===== src/spq_pkg.sv =====
// ----------------------------------------------------------------------------
// spq_pkg
// Shared types and codes for the sorted priority queue.
// ----------------------------------------------------------------------------
package spq_pkg;

   localparam int VALUE_W  = 32;
   localparam int PRIO_W   = 16;
   localparam int MODE_W   = 2;
   localparam int STATUS_W = 2;
   localparam int FILL_W   = 5;

   localparam logic [MODE_W-1:0] MODE_ENQ  = 2'd0;
   localparam logic [MODE_W-1:0] MODE_DEQ  = 2'd1;
   localparam logic [MODE_W-1:0] MODE_PEEK = 2'd2;

   localparam logic [STATUS_W-1:0] STATUS_OK    = 2'd0;
   localparam logic [STATUS_W-1:0] STATUS_EMPTY = 2'd1;
   localparam logic [STATUS_W-1:0] STATUS_FULL  = 2'd2;

   typedef struct packed {
      logic signed [VALUE_W-1:0] value;
      logic signed [PRIO_W-1:0]  prio;
   } entry_type;

   typedef struct packed {
      logic      enq;
      logic      deq;
      entry_type item;
   } cell_ctrl_type;

endpackage


===== src/spq_if.sv =====
// ----------------------------------------------------------------------------
// spq_req_if / spq_rsp_if
// Valid/ready channels for queue operations and their results.
// ----------------------------------------------------------------------------
interface spq_req_if
   import spq_pkg::*;
();
   logic                     valid;
   logic                     ready;
   logic [MODE_W-1:0]        mode;
   logic signed [VALUE_W-1:0] item_value;
   logic signed [PRIO_W-1:0]  item_priority;

   modport source (output valid, output mode, output item_value, output item_priority,
                   input ready);
   modport sink   (input valid, input mode, input item_value, input item_priority,
                   output ready);
endinterface

interface spq_rsp_if
   import spq_pkg::*;
();
   logic                      valid;
   logic                      ready;
   logic signed [VALUE_W-1:0] head_value;
   logic [STATUS_W-1:0]       status;
   logic [FILL_W-1:0]         fill_count;

   modport source (output valid, output head_value, output status, output fill_count,
                   input ready);
   modport sink   (input valid, input head_value, input status, input fill_count,
                   output ready);
endinterface


===== src/spq_cell.sv =====
// ----------------------------------------------------------------------------
// spq_cell
// One slot of the sorted row: compares, shifts right on insert, left on remove.
// ----------------------------------------------------------------------------
module spq_cell
   import spq_pkg::*;
(
   input  logic          clock,
   input  cell_ctrl_type ctrl,
   input  logic          occupied,
   input  entry_type     left_entry,
   input  logic          left_ins,
   input  entry_type     right_entry,
   output entry_type     entry,
   output logic          ins
);

   entry_type entry_ff;
   entry_type entry_in;

   // new item lands at or ahead of this slot (ahead of equal priorities)
   assign ins = !occupied || (ctrl.item.prio >= entry_ff.prio);

   always_comb begin
      entry_in = entry_ff;
      if (ctrl.enq && ins) begin
         entry_in = left_ins ? left_entry : ctrl.item;
      end else if (ctrl.deq) begin
         entry_in = right_entry;
      end
   end

   always_ff @(posedge clock) begin
      entry_ff <= entry_in;
   end

   assign entry = entry_ff;

endmodule


===== src/sorted_priority_queue.sv =====
// Result: head, status and fill are registered when the item is accepted.
// Throughput: one item per cycle while no result is held or the held one is taken;
// every slot compares and shifts in parallel across the row of cells.
// Reset: count and result valid cleared; slot contents stay undefined until
// written and are never read before then.
// ----------------------------------------------------------------------------
// sorted_priority_queue
// Fixed-capacity priority queue held as a row of sorted cells, head at cell 0.
// ----------------------------------------------------------------------------
module sorted_priority_queue
   import spq_pkg::*;
#(
   parameter int CAPACITY = 16
)(
   input  logic clock,
   input  logic reset,
   spq_req_if.sink   req_ch,
   spq_rsp_if.source rsp_ch
);

   localparam int CNT_W = $clog2(CAPACITY + 1);

   logic [CNT_W-1:0] count_ff, count_in;
   logic             rsp_valid_ff;
   logic signed [VALUE_W-1:0] head_ff, head_in;
   logic [STATUS_W-1:0]       status_ff, status_in;
   logic [FILL_W-1:0]         fill_ff;

   logic          accept, full, empty;
   cell_ctrl_type ctrl;
   entry_type     cell_entry [CAPACITY];
   logic          cell_ins   [CAPACITY];

   assign req_ch.ready = !rsp_valid_ff || rsp_ch.ready;
   assign accept       = req_ch.valid && req_ch.ready;
   assign full         = (count_ff == CNT_W'(CAPACITY));
   assign empty        = (count_ff == '0);

   assign ctrl.enq        = accept && (req_ch.mode == MODE_ENQ) && !full;
   assign ctrl.deq        = accept && (req_ch.mode == MODE_DEQ) && !empty;
   assign ctrl.item.value = req_ch.item_value;
   assign ctrl.item.prio  = req_ch.item_priority;

   for (genvar i = 0; i < CAPACITY; i++) begin : g_cell
      entry_type left_e, right_e;
      logic      left_i;
      if (i == 0) begin : g_first
         assign left_e = cell_entry[0];
         assign left_i = 1'b0;
      end else begin : g_mid
         assign left_e = cell_entry[i-1];
         assign left_i = cell_ins[i-1];
      end
      if (i == CAPACITY - 1) begin : g_last
         assign right_e = cell_entry[i];
      end else begin : g_body
         assign right_e = cell_entry[i+1];
      end
      spq_cell u_cell (
         .clock       (clock),
         .ctrl        (ctrl),
         .occupied    (CNT_W'(i) < count_ff),
         .left_entry  (left_e),
         .left_ins    (left_i),
         .right_entry (right_e),
         .entry       (cell_entry[i]),
         .ins         (cell_ins[i])
      );
   end

   always_comb begin
      count_in  = count_ff;
      head_in   = '0;
      status_in = STATUS_OK;
      case (req_ch.mode)
         MODE_ENQ: begin
            if (full) status_in = STATUS_FULL;
            else      count_in  = count_ff + CNT_W'(1);
         end
         MODE_DEQ, MODE_PEEK: begin
            if (empty) begin
               status_in = STATUS_EMPTY;
            end else begin
               head_in = cell_entry[0].value;
               if (req_ch.mode == MODE_DEQ) count_in = count_ff - CNT_W'(1);
            end
         end
         default: ;
      endcase
   end

   always_ff @(posedge clock) begin
      if (reset) begin
         count_ff     <= '0;
         rsp_valid_ff <= 1'b0;
      end else begin
         if (accept) begin
            count_ff     <= count_in;
            rsp_valid_ff <= 1'b1;
         end else if (rsp_ch.ready) begin
            rsp_valid_ff <= 1'b0;
         end
      end
      if (accept) begin
         head_ff   <= head_in;
         status_ff <= status_in;
         fill_ff   <= FILL_W'(count_in);
      end
   end

   assign rsp_ch.valid      = rsp_valid_ff;
   assign rsp_ch.head_value = head_ff;
   assign rsp_ch.status     = status_ff;
   assign rsp_ch.fill_count = fill_ff;

endmodule


===== src/flat_wrapper.sv =====
// flat-port wrapper written by rule: the top's interface ports become plain ports
module sorted_priority_queue_flat import spq_pkg::*;
#(
   parameter int CAPACITY = 16
)
  (clock, reset, req_ch_valid, req_ch_mode, req_ch_item_value, req_ch_item_priority, req_ch_ready, rsp_ch_valid, rsp_ch_head_value, rsp_ch_status, rsp_ch_fill_count, rsp_ch_ready);
  spq_req_if req_ch_i ();
  spq_rsp_if rsp_ch_i ();
  input  logic clock;
  input  logic reset;
  input wire logic [$bits(req_ch_i.valid)-1:0] req_ch_valid;
  input wire logic [$bits(req_ch_i.mode)-1:0] req_ch_mode;
  input wire logic [$bits(req_ch_i.item_value)-1:0] req_ch_item_value;
  input wire logic [$bits(req_ch_i.item_priority)-1:0] req_ch_item_priority;
  output wire logic [$bits(req_ch_i.ready)-1:0] req_ch_ready;
  output wire logic [$bits(rsp_ch_i.valid)-1:0] rsp_ch_valid;
  output wire logic [$bits(rsp_ch_i.head_value)-1:0] rsp_ch_head_value;
  output wire logic [$bits(rsp_ch_i.status)-1:0] rsp_ch_status;
  output wire logic [$bits(rsp_ch_i.fill_count)-1:0] rsp_ch_fill_count;
  input wire logic [$bits(rsp_ch_i.ready)-1:0] rsp_ch_ready;
  assign req_ch_i.valid = req_ch_valid;
  assign req_ch_i.mode = req_ch_mode;
  assign req_ch_i.item_value = req_ch_item_value;
  assign req_ch_i.item_priority = req_ch_item_priority;
  assign req_ch_ready = req_ch_i.ready;
  assign rsp_ch_valid = rsp_ch_i.valid;
  assign rsp_ch_head_value = rsp_ch_i.head_value;
  assign rsp_ch_status = rsp_ch_i.status;
  assign rsp_ch_fill_count = rsp_ch_i.fill_count;
  assign rsp_ch_i.ready = rsp_ch_ready;
  sorted_priority_queue #(.CAPACITY(CAPACITY)) u_core (.clock(clock), .reset(reset), .req_ch(req_ch_i), .rsp_ch(rsp_ch_i));
endmodule

===== config.mk =====
export PLATFORM = sky130hd
export DESIGN_NAME = sorted_priority_queue_flat
export DESIGN_NICKNAME = d
export VERILOG_FILES = /design/src/spq_pkg.sv /design/src/spq_if.sv /design/src/spq_cell.sv /design/src/sorted_priority_queue.sv /design/src/flat_wrapper.sv
export SDC_FILE = /design/constraint.sdc
export NUM_CORES = 2
export LEC_CHECK = 0
export ABC_AREA = 1
export BUFFER_PORTS_ARGS = -buffer_cell sky130_fd_sc_hd__buf_2
export CAP_MARGIN = 20
export CORE_UTILIZATION = 54
export CTS_BUF_LIST = sky130_fd_sc_hd__clkbuf_4 sky130_fd_sc_hd__clkbuf_8
export CTS_CLUSTER_DIAMETER = 200
export DETAILED_ROUTE_END_ITERATION = 10
export GPL_TIMING_DRIVEN = 0
export PLACE_DENSITY = 0.75
export SLEW_MARGIN = 10
export SYNTH_ARGS = -nofsm -noshare
export SYNTH_HDL_FRONTEND = slang
export SYNTH_SLANG_ARGS = --single-unit

===== constraint.sdc =====
create_clock -name clock -period 7 [get_ports clock]
set_clock_uncertainty 0.05 [all_clocks]
set_input_delay 0.35 -clock clock [delete_from_list [all_inputs] [get_ports clock]]
set_output_delay 0.35 -clock clock [all_outputs]
set_load 0.01 [all_outputs]

==> results.md <==
* Achievable Freq at between 200 and 250 MHz
* Clock transition at the registers of the reported paths at 0.05 ns
* Synth top area share at 46.1%
* IO buf count at 94
* CP startpoint: req_ch_item_priority[0]
* Worst-Skew Late Latency at between 0.8 and 0.9 ns
* Die area at 0.0986 mm^2
* Commonest cells after routing, fill and taps aside: nand2_1 (3807), edfxtp_1 (807), nand4_1 (688)
* Netlist Area Pre-Place at 0.0526 mm^2
* Worst setup endpoint: u_core.g_cell[13].u_cell.entry[11]
* Worst Setup End Kind: register
* LEAKAGE at about 29 nW
* Core area at 0.0966 mm^2
* R2R setup slack at around 3 ns
* CP Depth at 19
* First drt pass iteration count at 6
* Final ANT Viol Nets at 0
* Detail Placement HPWL at 128000 um
* CP Class: in2reg
* Syn Area/Cell at 7.50 um^2
* Setup violators final at 0
* Most common cell after layout, fill and taps aside: nand2_1
* Synth cell types at 36
* Final Routed Wirelength at 158000 um
* Share of cells above drive strength 1 at 8.08%
* RSZ-0062 raised after global routing: false
* DRT iter0 DRCs at 5174
* # IOs at 95
* Sink Count at 813
* Crit-path most repeated cell: nand2_1
* Worst min path class: in2reg
* Post-cts hold buffer count at 35
* Yosys synthesis warning count at 0
* Worst R2R End: u_core.g_cell[14].u_cell.entry[11]
* RePlAce Congestion at slightly below 1
* Mapped Cells at between 7000 and 8000
* Htree depth at 4
* Die width at 314 um
* R2R cell count at 10
* Cell Chain, Critical Path: dlygate4sd3_1, buf_2, clkbuf_1, inv_1, ha_1, inv_1, nand2_1, nand2_1, nand2_1, nand2_1, nand2_1, nand2_1, nand2_1, nand3_1, nand3_1, nand2_1, buf_2, buf_2, nand2_4
* DRC errors left at 0
* Status: finished clean
* Clock Tree Root: clkbuf_8
* CP top delay family: buffers and inverters
* Hold Violations, Final at 0
* Post CTS Setup Buffer Count at 0
* CTS tree: done
* Slew @ Worst Pin at 1.06 ns
* Worst R2R Start: u_core.count_ff[1]
* Post-CTS sizing at 0
* Cell area power density at 229 mW/mm^2
* Crit-path slowest cell: inv_1
* Peak supply drop at 0.166 mV
* First-pass GRT wire length at 243000 um
* Grt ovf at 0
* Flops & latches, synth at 813
* Fin Setup TNS at 0 ns
* Headroom to the max-slew limit at 29.1%
* Cell Area, Placed at between 0.05 and 0.06 mm^2
* CP required at 7.31 ns
* Cell taking the most area after synthesis: edfxtp_1
* Critical Path Max Stage Delay at 0.59 ns
* Antenna violations before repair at 14
* FP Rows at 114
* Final Max Tran Viols at 0
* Fill count at 9099
* Vias in the first global route at 44480
* Vias at 46926
* Wirelength per Cell at 18.2 um
* Die Span Y at ~310 um
* Syn Nets at around 7300
* Worst Path Buf+Inv at 7
* Sequential element share of the synthesized area at 46.3%
* Crit Path Max Fanout at 48
* Final Cell Area at 0.0581 mm^2
* Total CTS buffers at 148
* Starting density of the core at 54.5%
* Clock Tree Buf Depth at 3
* Worst hold path depth at 3
* Final net count at 7620
* Max Cap Violations at 0
* Final cycle utilization of the critical path at approximately 65%
* GRT Overall Usage at 31.7%
* Synth area leaders: edfxtp_1 (46%), nand2_1 (27%), nand4_1 (8.2%)
* Final worst path period need at 4.53 ns
* CP Launch Type: input port
* Synth-to-Final Area Change at 10.6%
* Critical path arrival at 4.84 ns
* Largest net degree at the start of global routing at 49
* Via/cell ratio at about 5.4
## Yosys cell counts
library cell,instances
nand2_1,3822
edfxtp_1,807
nand4_1,688
inv_1,434
ha_1,262
clkbuf_1,246
buf_2,173
nor2_1,132
a21oi_1,108
o21ai_0,105
nand3_1,52
buf_1,41
buf_4,33
inv_2,22
o21ai_1,17
a21o_1,14
nand2_2,9
o21bai_1,8
dfxtp_1,6
nand2_4,4
nand3_2,4
nor2_2,4
o21a_1,3
buf_6,2
o22a_1,2
a31oi_1,1
a41oi_1,1
clkinv_1,1
nor2_4,1
nor2_8,1
nor3_1,1
nor3_2,1
o211ai_1,1
o22ai_1,1
xnor2_1,1
xor2_1,1
## metrics by stage
stage | power, mW | utilization [%] | cells | worst slack (ns) | hold slack, ns
floorplan | 8.06 | - | 7009 | 2.71 | 0.369
global placement | 8.85 | 56.6 | 8379 | 0.359 | 0.441
detailed placement | 8.97 | 57.0 | 8395 | 2.26 | 0.451
CTS | 13.3 | 60.2 | 8679 | 2.59 | 0.0131
global route | 14.0 | 60.2 | 8682 | 2.20 | 0.0804
finish | 13.3 | 60.2 | 8683 | 2.47 | 0.0864
## flip-flops by register name, summed over array words and instances, names as in the netlist
name,count
u_core.g_cell.u_cell.entry,768
u_core.rsp_ch.head_value,32
u_core.count_ff,5
u_core.rsp_ch.fill_count,5
u_core.rsp_ch.status,2
u_core.rsp_ch.valid,1
## area by class of cell
class | instances | area [um^2] | area share, %
Inverter | 457 | 1720 | 2.95
Clock buffer | 195 | 2430 | 4.18
Timing Repair Buffer | 145 | 1130 | 1.94
Clock inverter | 54 | 337 | 0.579
Multi-Input combinational cell | 5244 | 24300 | 41.9
Sequential cell | 813 | 24400 | 41.9
Buffer | 495 | 2210 | 3.81
Antenna cell | 4 | 10.0 | 0.0172
Tap cell | 1276 | 1600 | 2.75
## routing by layer
metal  vias to the layer above  track usage (%)  wire length (um)  part of all wire (%)
met1                     20928             43.0             68200                    43
met3                       341             4.63             13000                   8.2
met5                         -                0                27                 0.017
met2                      1970             51.4             71600                    45
met4                         4             12.1              5240                   3.3
li1                      23683                -                 -                     -
## power breakdown
part	internal [mW]	switching (mW)
clock network	2.35	2.04
registers	5.79	0.186
logic	0.893	2.08
total	9.03	4.30
## tightest hold or removal path, cell delays in order
cell and delay [ns]:
buf_2 0.11, ha_1 0.25, nor2_1 0.07
## logic make-up (layout without fill, tap and decap cells)
logic type,Yosys count,after routing,synth area share (%)
buffers and inverters,952,1346,7.47
xor gates and xnor gates,2,2,0.0333
adders and majority gates,262,262,6.23
and+or+nand+nor,4719,4719,37.3
DFF,813,813,46.3
other,0,4,0
AOI/OAI and AO/OA,261,261,2.63
## how the worst min path moves through the flow
stage,startpoint,end
2_1_floorplan,reset,u_core.rsp_ch.valid
3_3_place_gp,u_core.rsp_ch.valid,u_core.rsp_ch.valid
3_5_place_dp,u_core.g_cell[15].u_cell.entry[26],u_core.g_cell[14].u_cell.entry[26]
4_1_cts,req_ch_item_value[0],u_core.g_cell[11].u_cell.entry[16]
5_1_grt,req_ch_item_value[0],u_core.g_cell[12].u_cell.entry[16]
6_report,req_ch_mode[0],u_core.rsp_ch.status[1]
No activity file was read; power rests on OpenSTA's default activity.
